## config.mk

```make
export PLATFORM = sky130hd
export DESIGN_NAME = slab_slot_allocator_core_flat
export DESIGN_NICKNAME = d
export VERILOG_FILES = /design/src/rtl/slab_pkg.sv /design/src/rtl/slab_ifs.sv /design/src/rtl/slab_slot_allocator_core.sv /design/src/flat_wrapper.sv
export SDC_FILE = /design/constraint.sdc
export NUM_CORES = 2
export LEC_CHECK = 0
export ABC_AREA = 1
export BUFFER_PORTS_ARGS = -buffer_cell sky130_fd_sc_hd__buf_4
export CORE_MARGIN = 5
export CORE_UTILIZATION = 55
export CTS_BUF_LIST = sky130_fd_sc_hd__clkbuf_8
export DETAILED_ROUTE_END_ITERATION = 10
export GPL_ROUTABILITY_DRIVEN = 0
export PLACE_DENSITY = 0.7
export SLEW_MARGIN = 20
export SYNTH_ARGS = -nofsm -noshare
export SYNTH_HDL_FRONTEND = slang
export SYNTH_SLANG_ARGS = --single-unit
```

## constraint.sdc

```tcl
create_clock -name clk -period 21.5 [get_ports clk]
set_input_delay 3.225 -clock clk [delete_from_list [all_inputs] [get_ports clk]]
set_output_delay 3.225 -clock clk [all_outputs]
set_load 0.01 [all_outputs]
```

## src/rtl/slab_pkg.sv

```systemverilog
`default_nettype none
package slab_pkg;

  localparam int NUM_BLOCKS_DEF = 16;
  localparam int MAX_SLOTS_DEF  = 32;

  localparam int HANDLE_W = 9;
  localparam int CFG_W    = 6;
  localparam int STATUS_W = 2;

  localparam logic [CFG_W-1:0] SLOTS_RESET = 6'd32;

  localparam logic OP_ALLOC = 1'b0;
  localparam logic OP_FREE  = 1'b1;

  typedef enum logic [STATUS_W-1:0] {
    ST_OK        = 2'd0,
    ST_EXHAUSTED = 2'd1,
    ST_BAD_FREE  = 2'd2
  } status_t;

  typedef enum logic [3:0] {
    S_IDLE,
    S_ARD,
    S_ALLOC,
    S_ALINK,
    S_DIV,
    S_FCHK,
    S_FREE,
    S_FIX
  } state_t;

endpackage
`default_nettype wire

```

## src/rtl/slab_ifs.sv

```systemverilog
`default_nettype none
interface slab_req_if;
  import slab_pkg::*;
  logic                valid;
  logic                ready;
  logic                opcode;
  logic [HANDLE_W-1:0] handle;
  modport source (output valid, opcode, handle, input ready);
  modport sink   (input valid, opcode, handle, output ready);
endinterface

interface slab_rsp_if;
  import slab_pkg::*;
  logic                valid;
  logic                ready;
  logic [STATUS_W-1:0] status;
  logic [HANDLE_W-1:0] slot_handle;
  logic                block_released;
  modport source (output valid, status, slot_handle, block_released, input ready);
  modport sink   (input valid, status, slot_handle, block_released, output ready);
endinterface

interface slab_cfg_if;
  import slab_pkg::*;
  logic             valid;
  logic             ready;
  logic [CFG_W-1:0] data;
  modport source (output valid, data, input ready);
  modport sink   (input valid, data, output ready);
endinterface
`default_nettype wire

```

## src/rtl/slab_slot_allocator_core.sv

```systemverilog
`default_nettype none
// Two-level slot allocator over a pool of NUM_BLOCKS blocks. An allocate request
// returns a slot from the block at the head of the partial-block list, taking the
// lowest free block when that list is empty; a free request pushes the slot on its
// block's stack and may release the block. One request is in flight at a time and
// the next is accepted once the previous result has been taken. An allocate from the
// list head first reads the block and list memories, and a slot that comes off a freed
// stack deeper than one needs a further slot-memory read; a free runs a 9-step serial
// divide of the handle by the slot count, then one read of the block and slot memories
// (plus a list fix-up step when a full block returns to a non-empty list).
// The slot count register is taken only while no block is allocated.
module slab_slot_allocator_core #(
  parameter int NUM_BLOCKS = slab_pkg::NUM_BLOCKS_DEF,
  parameter int MAX_SLOTS  = slab_pkg::MAX_SLOTS_DEF
) (
  input  wire logic   clk,
  input  wire logic   rst_n,
  slab_req_if.sink    in_ch,
  slab_rsp_if.source  out_ch,
  slab_cfg_if.sink    cfg_ch
);
  import slab_pkg::*;

  localparam int BW   = (NUM_BLOCKS > 1) ? $clog2(NUM_BLOCKS) : 1;
  localparam int LW   = $clog2(NUM_BLOCKS + 1);
  localparam int SLW  = $clog2(MAX_SLOTS);
  localparam int CW   = $clog2(MAX_SLOTS + 1);
  localparam int AW   = $clog2(NUM_BLOCKS * MAX_SLOTS);
  localparam int RW   = 3 * CW;
  localparam int SMW  = 1 + SLW;
  localparam int CNTW = $clog2(HANDLE_W + 1);

  localparam logic [LW-1:0]   NONE   = LW'(NUM_BLOCKS);
  localparam logic [CW-1:0]   MAXC   = CW'(MAX_SLOTS);
  localparam logic [CNTW-1:0] DIV_N  = CNTW'(HANDLE_W);

  function automatic logic [AW-1:0] slot_addr(input logic [BW-1:0] b,
                                              input logic [SLW-1:0] s);
    slot_addr = AW'(int'(b) * MAX_SLOTS + int'(s));
  endfunction

  // control state
  state_t                state_r, state_nxt;
  logic [NUM_BLOCKS-1:0] taken_r, taken_nxt;
  logic [LW-1:0]         head_r, head_nxt;
  logic [CFG_W-1:0]      slots_r, slots_nxt;
  logic [CNTW-1:0]       cnt_r, cnt_nxt;
  logic                  out_valid_r, out_valid_nxt;

  // working payload
  logic [BW-1:0]         b_r, b_nxt;
  logic [SLW-1:0]        slot_r, slot_nxt;
  logic [CW-1:0]         fc_r, fc_nxt;
  logic [CW-1:0]         fr_r, fr_nxt;
  logic [CW-1:0]         top_r, top_nxt;
  logic [LW-1:0]         hnext_r, hnext_nxt;
  logic [HANDLE_W-1:0]   dvd_r, dvd_nxt;
  logic [HANDLE_W-1:0]   q_r, q_nxt;
  logic [CFG_W-1:0]      rem_r, rem_nxt;
  status_t               status_r, status_nxt;
  logic [HANDLE_W-1:0]   hout_r, hout_nxt;
  logic                  rel_r, rel_nxt;

  // memories
  logic [RW-1:0]  bm_mem [NUM_BLOCKS];
  logic [LW-1:0]  ln_mem [NUM_BLOCKS];
  logic [LW-1:0]  lp_mem [NUM_BLOCKS];
  logic [SMW-1:0] sm_mem [NUM_BLOCKS*MAX_SLOTS];
  logic [RW-1:0]  bm_rd_r;
  logic [LW-1:0]  ln_rd_r;
  logic [LW-1:0]  lp_rd_r;
  logic [SMW-1:0] sm_rd_r;

  logic           bm_we, ln_we, lp_we, sm_we;
  logic [BW-1:0]  bm_wa, ln_wa, lp_wa, bm_ra, ln_ra, lp_ra;
  logic [AW-1:0]  sm_wa, sm_ra;
  logic [RW-1:0]  bm_wd;
  logic [LW-1:0]  ln_wd, lp_wd;
  logic [SMW-1:0] sm_wd;

  logic [CFG_W-1:0] s_eff;
  logic             in_ready;
  logic [BW-1:0]    ff_idx;
  logic             ff_found;

  assign in_ready = (state_r == S_IDLE) && !out_valid_r;

  always_comb begin
    if (slots_r == '0) begin
      s_eff = CFG_W'(1);
    end else if (int'(slots_r) > MAX_SLOTS) begin
      s_eff = CFG_W'(MAX_SLOTS);
    end else begin
      s_eff = slots_r;
    end
  end

  // lowest block not taken
  always_comb begin
    ff_idx   = '0;
    ff_found = 1'b0;
    for (int i = NUM_BLOCKS - 1; i >= 0; i--) begin
      if (!taken_r[i]) begin
        ff_idx   = BW'(i);
        ff_found = 1'b1;
      end
    end
  end

  always_comb begin
    logic [CFG_W:0]  t;
    logic            fin_alloc;
    logic [SLW-1:0]  a_slot;
    logic [CW-1:0]   a_top;
    logic [CW-1:0]   a_fr;
    logic [CW-1:0]   f_fc, f_fr, f_top;
    logic            f_full, f_rel;
    logic [SLW-1:0]  f_link;

    state_nxt     = state_r;
    taken_nxt     = taken_r;
    head_nxt      = head_r;
    slots_nxt     = slots_r;
    cnt_nxt       = cnt_r;
    out_valid_nxt = out_valid_r && !out_ch.ready;
    b_nxt         = b_r;
    slot_nxt      = slot_r;
    fc_nxt        = fc_r;
    fr_nxt        = fr_r;
    top_nxt       = top_r;
    hnext_nxt     = hnext_r;
    dvd_nxt       = dvd_r;
    q_nxt         = q_r;
    rem_nxt       = rem_r;
    status_nxt    = status_r;
    hout_nxt      = hout_r;
    rel_nxt       = rel_r;

    bm_we = 1'b0; bm_wa = b_r; bm_wd = '0; bm_ra = b_r;
    ln_we = 1'b0; ln_wa = b_r; ln_wd = '0; ln_ra = b_r;
    lp_we = 1'b0; lp_wa = b_r; lp_wd = '0; lp_ra = b_r;
    sm_we = 1'b0; sm_wa = slot_addr(b_r, slot_r); sm_wd = '0;
    sm_ra = slot_addr(b_r, slot_r);

    t         = '0;
    fin_alloc = 1'b0;
    a_slot    = slot_r;
    a_top     = top_r;
    a_fr      = fr_r;
    f_fc      = bm_rd_r[RW-1 -: CW];
    f_fr      = bm_rd_r[2*CW-1 -: CW];
    f_top     = bm_rd_r[CW-1:0];
    f_full    = (f_fc == '0);
    f_link    = sm_rd_r[SLW-1:0];
    f_rel     = (int'(f_fc) + 1 >= int'(s_eff)) &&
                (f_full ? (head_r != NONE) : (ln_rd_r != NONE));

    if (cfg_ch.valid && !(|taken_r)) begin
      slots_nxt = cfg_ch.data;
    end

    case (state_r)
      S_IDLE: begin
        if (in_ch.valid && in_ready) begin
          if (in_ch.opcode == OP_ALLOC) begin
            if (head_r != NONE) begin
              bm_ra     = head_r[BW-1:0];
              ln_ra     = head_r[BW-1:0];
              b_nxt     = head_r[BW-1:0];
              state_nxt = S_ARD;
            end else if (ff_found) begin
              // take a fresh block and put it on the empty list
              taken_nxt[ff_idx] = 1'b1;
              bm_we     = 1'b1;
              bm_wa     = ff_idx;
              bm_wd     = {CW'(s_eff), CW'(s_eff), MAXC};
              ln_we     = 1'b1;
              ln_wa     = ff_idx;
              ln_wd     = NONE;
              lp_we     = 1'b1;
              lp_wa     = ff_idx;
              lp_wd     = NONE;
              head_nxt  = LW'(ff_idx);
              b_nxt     = ff_idx;
              fc_nxt    = CW'(s_eff);
              fr_nxt    = CW'(s_eff);
              top_nxt   = MAXC;
              hnext_nxt = NONE;
              state_nxt = S_ALLOC;
            end else begin
              out_valid_nxt = 1'b1;
              status_nxt    = ST_EXHAUSTED;
              hout_nxt      = '0;
              rel_nxt       = 1'b0;
            end
          end else begin
            dvd_nxt   = in_ch.handle;
            q_nxt     = '0;
            rem_nxt   = '0;
            cnt_nxt   = DIV_N;
            state_nxt = S_DIV;
          end
        end
      end

      S_ARD: begin
        fc_nxt    = bm_rd_r[RW-1 -: CW];
        fr_nxt    = bm_rd_r[2*CW-1 -: CW];
        top_nxt   = bm_rd_r[CW-1:0];
        hnext_nxt = ln_rd_r;
        state_nxt = S_ALLOC;
      end

      S_ALLOC: begin
        if (fc_r > fr_r) begin
          a_slot = (top_r >= MAXC) ? '0 : SLW'(top_r);
          if (CW'(fc_r - fr_r) > CW'(1)) begin
            // fetch the link below the stack top
            slot_nxt  = a_slot;
            sm_ra     = slot_addr(b_r, a_slot);
            state_nxt = S_ALINK;
          end else begin
            a_top     = MAXC;
            fin_alloc = 1'b1;
          end
        end else begin
          a_fr      = fr_r - CW'(1);
          a_slot    = SLW'(fr_r - CW'(1));
          fin_alloc = 1'b1;
        end
      end

      S_ALINK: begin
        a_slot    = slot_r;
        a_top     = CW'(sm_rd_r[SLW-1:0]);
        fin_alloc = 1'b1;
      end

      S_DIV: begin
        t = {rem_r, dvd_r[HANDLE_W-1]};
        if (t >= {1'b0, s_eff}) begin
          rem_nxt = CFG_W'(t - {1'b0, s_eff});
          q_nxt   = {q_r[HANDLE_W-2:0], 1'b1};
        end else begin
          rem_nxt = t[CFG_W-1:0];
          q_nxt   = {q_r[HANDLE_W-2:0], 1'b0};
        end
        dvd_nxt = {dvd_r[HANDLE_W-2:0], 1'b0};
        cnt_nxt = cnt_r - CNTW'(1);
        if (cnt_r == CNTW'(1)) begin
          state_nxt = S_FCHK;
        end
      end

      S_FCHK: begin
        if (q_r < HANDLE_W'(NUM_BLOCKS) && taken_r[q_r[BW-1:0]]) begin
          b_nxt     = q_r[BW-1:0];
          slot_nxt  = SLW'(rem_r);
          bm_ra     = q_r[BW-1:0];
          ln_ra     = q_r[BW-1:0];
          lp_ra     = q_r[BW-1:0];
          sm_ra     = slot_addr(q_r[BW-1:0], SLW'(rem_r));
          state_nxt = S_FREE;
        end else begin
          out_valid_nxt = 1'b1;
          status_nxt    = ST_BAD_FREE;
          hout_nxt      = '0;
          rel_nxt       = 1'b0;
          state_nxt     = S_IDLE;
        end
      end

      S_FREE: begin
        out_valid_nxt = 1'b1;
        hout_nxt      = '0;
        state_nxt     = S_IDLE;
        if (!sm_rd_r[SMW-1] || (CW'(slot_r) < f_fr)) begin
          // slot is not out: double free or never handed out
          status_nxt = ST_BAD_FREE;
          rel_nxt    = 1'b0;
        end else begin
          status_nxt = ST_OK;
          sm_we      = 1'b1;
          sm_wa      = slot_addr(b_r, slot_r);
          sm_wd      = {1'b0, ((f_fc > f_fr) && (f_top < MAXC)) ? SLW'(f_top) : f_link};
          bm_we      = 1'b1;
          bm_wa      = b_r;
          if (f_rel) begin
            taken_nxt[b_r] = 1'b0;
            bm_wd          = {CW'(0), CW'(0), MAXC};
            rel_nxt        = 1'b1;
            if (!f_full) begin
              // unlink from the list, updating the head when it has no predecessor
              if (lp_rd_r != NONE) begin
                ln_we = 1'b1;
                ln_wa = lp_rd_r[BW-1:0];
                ln_wd = ln_rd_r;
              end else begin
                head_nxt = ln_rd_r;
              end
              if (ln_rd_r != NONE) begin
                lp_we = 1'b1;
                lp_wa = ln_rd_r[BW-1:0];
                lp_wd = lp_rd_r;
              end
            end
          end else begin
            rel_nxt = 1'b0;
            bm_wd   = {f_fc + CW'(1), f_fr, CW'(slot_r)};
            if (f_full) begin
              // push the block back on the list head
              lp_we     = 1'b1;
              lp_wa     = b_r;
              lp_wd     = NONE;
              ln_we     = 1'b1;
              ln_wa     = b_r;
              ln_wd     = head_r;
              head_nxt  = LW'(b_r);
              hnext_nxt = head_r;
              if (head_r != NONE) begin
                out_valid_nxt = 1'b0;
                state_nxt     = S_FIX;
              end
            end
          end
        end
      end

      S_FIX: begin
        lp_we         = 1'b1;
        lp_wa         = hnext_r[BW-1:0];
        lp_wd         = LW'(b_r);
        out_valid_nxt = 1'b1;
        state_nxt     = S_IDLE;
      end

      default: begin
        state_nxt = S_IDLE;
      end
    endcase

    if (fin_alloc) begin
      bm_we    = 1'b1;
      bm_wa    = b_r;
      bm_wd    = {fc_r - CW'(1), a_fr, a_top};
      sm_we    = 1'b1;
      sm_wa    = slot_addr(b_r, a_slot);
      sm_wd    = {1'b1, SLW'(0)};
      if (fc_r == CW'(1)) begin
        // block is now full: drop it from the list head
        head_nxt = hnext_r;
        if (hnext_r != NONE) begin
          lp_we = 1'b1;
          lp_wa = hnext_r[BW-1:0];
          lp_wd = NONE;
        end
      end
      out_valid_nxt = 1'b1;
      status_nxt    = ST_OK;
      hout_nxt      = HANDLE_W'(int'(b_r) * int'(s_eff) + int'(a_slot));
      rel_nxt       = 1'b0;
      state_nxt     = S_IDLE;
    end
  end

  always_ff @(posedge clk) begin
    if (!rst_n) begin
      state_r     <= S_IDLE;
      taken_r     <= '0;
      head_r      <= NONE;
      slots_r     <= SLOTS_RESET;
      cnt_r       <= '0;
      out_valid_r <= 1'b0;
    end else begin
      state_r     <= state_nxt;
      taken_r     <= taken_nxt;
      head_r      <= head_nxt;
      slots_r     <= slots_nxt;
      cnt_r       <= cnt_nxt;
      out_valid_r <= out_valid_nxt;
    end
  end

  always_ff @(posedge clk) begin
    b_r      <= b_nxt;
    slot_r   <= slot_nxt;
    fc_r     <= fc_nxt;
    fr_r     <= fr_nxt;
    top_r    <= top_nxt;
    hnext_r  <= hnext_nxt;
    dvd_r    <= dvd_nxt;
    q_r      <= q_nxt;
    rem_r    <= rem_nxt;
    status_r <= status_nxt;
    hout_r   <= hout_nxt;
    rel_r    <= rel_nxt;
  end

  always_ff @(posedge clk) begin
    if (bm_we) bm_mem[bm_wa] <= bm_wd;
    bm_rd_r <= bm_mem[bm_ra];
  end

  always_ff @(posedge clk) begin
    if (ln_we) ln_mem[ln_wa] <= ln_wd;
    ln_rd_r <= ln_mem[ln_ra];
  end

  always_ff @(posedge clk) begin
    if (lp_we) lp_mem[lp_wa] <= lp_wd;
    lp_rd_r <= lp_mem[lp_ra];
  end

  always_ff @(posedge clk) begin
    if (sm_we) sm_mem[sm_wa] <= sm_wd;
    sm_rd_r <= sm_mem[sm_ra];
  end

  assign in_ch.ready           = in_ready;
  assign cfg_ch.ready          = 1'b1;
  assign out_ch.valid          = out_valid_r;
  assign out_ch.status         = status_r;
  assign out_ch.slot_handle    = hout_r;
  assign out_ch.block_released = rel_r;

  a_head_taken: assert property (@(posedge clk) disable iff (!rst_n)
    head_r != NONE |-> taken_r[head_r[BW-1:0]])
    else $error("list head names a block that is not taken");

  a_exhausted_full: assert property (@(posedge clk) disable iff (!rst_n)
    out_valid_r && status_r == ST_EXHAUSTED |-> &taken_r)
    else $error("pool exhausted reported with a free block");

  a_release_ok: assert property (@(posedge clk) disable iff (!rst_n)
    out_valid_r && rel_r |-> status_r == ST_OK)
    else $error("block released on a failed request");

  a_div_count: assert property (@(posedge clk) disable iff (!rst_n)
    state_r == S_DIV |-> cnt_r != '0)
    else $error("divider running with zero step count");

endmodule
`default_nettype wire
```

## src/flat_wrapper.sv

```systemverilog
// flat-port wrapper written by rule: the top's interface ports become plain ports
module slab_slot_allocator_core_flat import slab_pkg::*;
#(
  parameter int NUM_BLOCKS = slab_pkg::NUM_BLOCKS_DEF,
  parameter int MAX_SLOTS  = slab_pkg::MAX_SLOTS_DEF
)
  (clk, rst_n, in_ch_valid, in_ch_opcode, in_ch_handle, in_ch_ready, out_ch_valid, out_ch_status, out_ch_slot_handle, out_ch_block_released, out_ch_ready, cfg_ch_valid, cfg_ch_data, cfg_ch_ready);
  slab_req_if in_ch_i ();
  slab_rsp_if out_ch_i ();
  slab_cfg_if cfg_ch_i ();
  input  wire logic clk;
  input  wire logic rst_n;
  input wire logic [$bits(in_ch_i.valid)-1:0] in_ch_valid;
  input wire logic [$bits(in_ch_i.opcode)-1:0] in_ch_opcode;
  input wire logic [$bits(in_ch_i.handle)-1:0] in_ch_handle;
  output wire logic [$bits(in_ch_i.ready)-1:0] in_ch_ready;
  output wire logic [$bits(out_ch_i.valid)-1:0] out_ch_valid;
  output wire logic [$bits(out_ch_i.status)-1:0] out_ch_status;
  output wire logic [$bits(out_ch_i.slot_handle)-1:0] out_ch_slot_handle;
  output wire logic [$bits(out_ch_i.block_released)-1:0] out_ch_block_released;
  input wire logic [$bits(out_ch_i.ready)-1:0] out_ch_ready;
  input wire logic [$bits(cfg_ch_i.valid)-1:0] cfg_ch_valid;
  input wire logic [$bits(cfg_ch_i.data)-1:0] cfg_ch_data;
  output wire logic [$bits(cfg_ch_i.ready)-1:0] cfg_ch_ready;
  assign in_ch_i.valid = in_ch_valid;
  assign in_ch_i.opcode = in_ch_opcode;
  assign in_ch_i.handle = in_ch_handle;
  assign in_ch_ready = in_ch_i.ready;
  assign out_ch_valid = out_ch_i.valid;
  assign out_ch_status = out_ch_i.status;
  assign out_ch_slot_handle = out_ch_i.slot_handle;
  assign out_ch_block_released = out_ch_i.block_released;
  assign out_ch_i.ready = out_ch_ready;
  assign cfg_ch_i.valid = cfg_ch_valid;
  assign cfg_ch_i.data = cfg_ch_data;
  assign cfg_ch_ready = cfg_ch_i.ready;
  slab_slot_allocator_core #(.NUM_BLOCKS(NUM_BLOCKS), .MAX_SLOTS(MAX_SLOTS)) u_core (.clk(clk), .rst_n(rst_n), .in_ch(in_ch_i), .out_ch(out_ch_i), .cfg_ch(cfg_ch_i));
endmodule
```

==> reports/metrics.cfg <==
[yosys]
yosysSeqAreaShare=0.708
ys_seq_elements=3657
yosys.area.top_type=edfxtp_1
ys.flop_type=edfxtp_1
synth.net_count=13300
synth_area_leaders=edfxtp_1 70%, nand3_1 13%, nand2_1 6.5%
yosysWarnings=0
synth_top_area_share=0.699
synthDistinctLibCells=54
synth_cells=13200
synth_area_um2=154000
synth_edf_count=3585
avgSynthCellArea_um2=11.6
synthArstFlopShare=0

[die]
coreArea_um2=279000
dieArea_um2=291000
rows=194
die_h_um=539
io-pin-count=36
die-width_um=539
start_util=0.552

[pwr]
power_density_nw_per_um2=153
leakagePower_uw=0.0568
finalPower_uw=25500
max-vdd-ir-drop_mv=0.163

[finish]
final_area_um2=167000
final_core_util=0.597
final_net_count=13200
syn_to_final_growth_pct=8.11
stdcell_count=17300
drive_above_1_share=0.0775
fill_cells=22100

[setup_path]
cp_slowest_stage_delay_ns=0.78
crit_slowest_cell=nand2_8
end_kind=flop
arrival_ns=9.71
endpoint=u_core.sm_rd_r[5]$_DFF_P_
worstSetupStartpointType=flop
reg2reg_slack_ns=12.91
cp.required_ns=22.62
r2r-start=u_core.fc_r[0]$_DFFE_PP_
crit_type=reg2reg
crit_path_frequent_cell=nand3_1
regToRegEndpoint=u_core.sm_rd_r[5]$_DFF_P_
path_max_fanout=206
crit_start=u_core.fc_r[0]$_DFFE_PP_
ff2ff_path_depth=29

[clock_tree]
clock-sinks=3657
worstSkewPairLatency_ns=1.19
htree_levels=6
cts.repair.resized=0
cts_tree=built
cts_setup_buffers=0
path_clk_slew_ns=0.06
cts_buffer_depth=4
cts-root-buf=clkbuf_8
cts_buffers=586
holdBufCountCts=0

[sta]
fin_crit_sh=0.400
fin_skew_ns=0.0723
max_freq_ghz=0.116
grt_setup_unrepaired=false
post-route-min-period_ns=8.59
worst_slew_pin_slew_ns=1.19
hold_viol_final=0
maxSlewHeadroom=0.205
setup_tns_ns=0
slew_violations=0
setup_viol=0

[routing]
drc=5
routed_wl_um=430000
vias=108000
wl_per_cell_um=24.9
drt-initial-drc-count=15700
vias_per_cell=6.25
ant_nets=0
dr.pass1.iters=11

[job]
cap_violations=0

[placed_design]
place_area_um2=156000
dp_hpwl_um=239000
port-buffer-count=34
dp.cells=16200

[global_routing]
grt_max_degree=207
grt_antenna_before_repair=13
grt_pass1_vias=104000
grt_use_total=0.286
grt_pass1_wl_um=642000
overflow=0

[worst_hold_path]
hp-class=reg2reg
worstHoldStart=u_core.cnt_r[3]$_SDFFE_PN0P_

[status]
failed_checks=DRC
status=finished, violations left

-- cells by family (layout without fill, tap and decap cells) --
logic type | count (synthesis) | after routing | synth area share
compound gates | 592 | 592 | 0.0231
xor+xnor | 19 | 19 | 0.00108
fa+ha+maj | 66 | 66 | 0.00599
buf+inv | 1217 | 1505 | 0.0393
flops | 3657 | 3657 | 0.708
mux | 45 | 45 | 0.00292
other cells | 1 | 9 | 0.0000243
simple gates | 7633 | 7633 | 0.219
-- area by class of cell --
class | count | area [um^2] | area share
multi-input cells | 8356 | 39400 | 0.237
inverters | 257 | 1020 | 0.00612
flip-flops and latches | 3657 | 109000 | 0.655
clock buffers | 599 | 8240 | 0.0495
well taps | 3724 | 4660 | 0.0280
clock inverters | 428 | 2210 | 0.0133
diodes | 8 | 20.0 | 0.000120
repair buffers | 221 | 1840 | 0.0110
-- cell usage in the layout, fill, tap and decap left out, drive strengths merged, types with 7 or more instances in the layout --
cell and count:
nand2 2663, xor2 15, buf 219, o22ai 49, clkinv 196, or2 7, dfxtp 72, o211ai 38
o311ai 8, a31oi 10, edfxtp 3585, a22oi 8, o21ai 286, nor4 8, clkbuf 601, clkinvlp 17
nor3 59, fa 13, mux2i 45, bufinv 11, ha 53, nand4 10, a21oi 95, inv 461
nor2 960, nand3 3925, o221ai 47, diode 8, o32ai 33
-- report_power, final --
part           leakage, uW  internal [uW]  switching [uW]  total (uW)
Sequential          0.0283           8100             133        8240
Combinational       0.0225           3190            8590       11800
Clock              0.00604           2730            2750        5470
Total               0.0568          14000           11500       25500
-- worst min path at each step --
stage,slack (ns),endpoint,cells past startpoint
6_report,0.46,u_core.cnt_r[3]$_SDFFE_PN0P_,2
5_1_grt,0.50,u_core.cnt_r[3]$_SDFFE_PN0P_,2
4_1_cts,0.46,u_core.cnt_r[3]$_SDFFE_PN0P_,2
3_5_place_dp,0.45,u_core.cnt_r[3]$_SDFFE_PN0P_,2
3_3_place_gp,0.45,u_core.cnt_r[1]$_SDFFE_PN0P_,2
2_1_floorplan,0.44,u_core.cnt_r[1]$_SDFFE_PN0P_,2
-- routing by layer --
layer | GRT usage | share of wire | vias to the layer above
met5 | 0 | 0.000016 | -
met2 | 0.445 | 0.46 | 7021
met3 | 0.0622 | 0.12 | 1293
met4 | 0.134 | 0.051 | 2
li1 | - | - | 47400
met1 | 0.389 | 0.37 | 52100
-- sequential cells by signal (all words and copies together), names as in the netlist, 16 cells and up --
register        cells
u_core.ln_mem      80
u_core.sm_mem    3072
u_core.lp_mem      80
u_core.bm_mem     288
u_core.bm_rd_r     18
u_core.taken_r     16
-- critical path, delay by kind of cell (launching register included) --
| kind | cells | cell delay (ns) |
|---|---|---|
| buf+inv | 7 | 3.47 |
| simple gates | 20 | 3.60 |
| flops | 1 | 0.38 |
| fa+ha+maj | 2 | 0.64 |
-- synthesized netlist by cell type, types with 4 or more instances --
library cell / n
nand3_1: 3923
edfxtp_1: 3585
nand2_1: 2657
nor2_1: 955
buf_2: 449
clkbuf_1: 313
o21ai_0: 259
inv_1: 235
buf_6: 108
a21oi_1: 95
dfxtp_1: 72
buf_1: 59
nor3_1: 58
ha_1: 53
o22ai_1: 49
o221ai_1: 46
mux2i_1: 45
o211ai_1: 38
o32ai_1: 33
buf_4: 31
o21ai_1: 22
xor2_1: 15
fa_1: 13
inv_2: 13
a31oi_1: 10
nand4_1: 10
a22oi_1: 8
clkinv_1: 8
nor4_1: 8
o311ai_0: 8
or2_2: 7
nand2_2: 5
o21ai_2: 5
a2111oi_0: 4
xnor2_1: 4
-- through the flow --
stage	hold slack, ns	setup slack [ns]
detailed placement	0.454	13.16
finish	0.463	12.91
CTS	0.461	13.20
floorplan	0.441	3.26
global route	0.502	12.43
global placement	0.448	13.26
(Power assumes the default switching activity.)
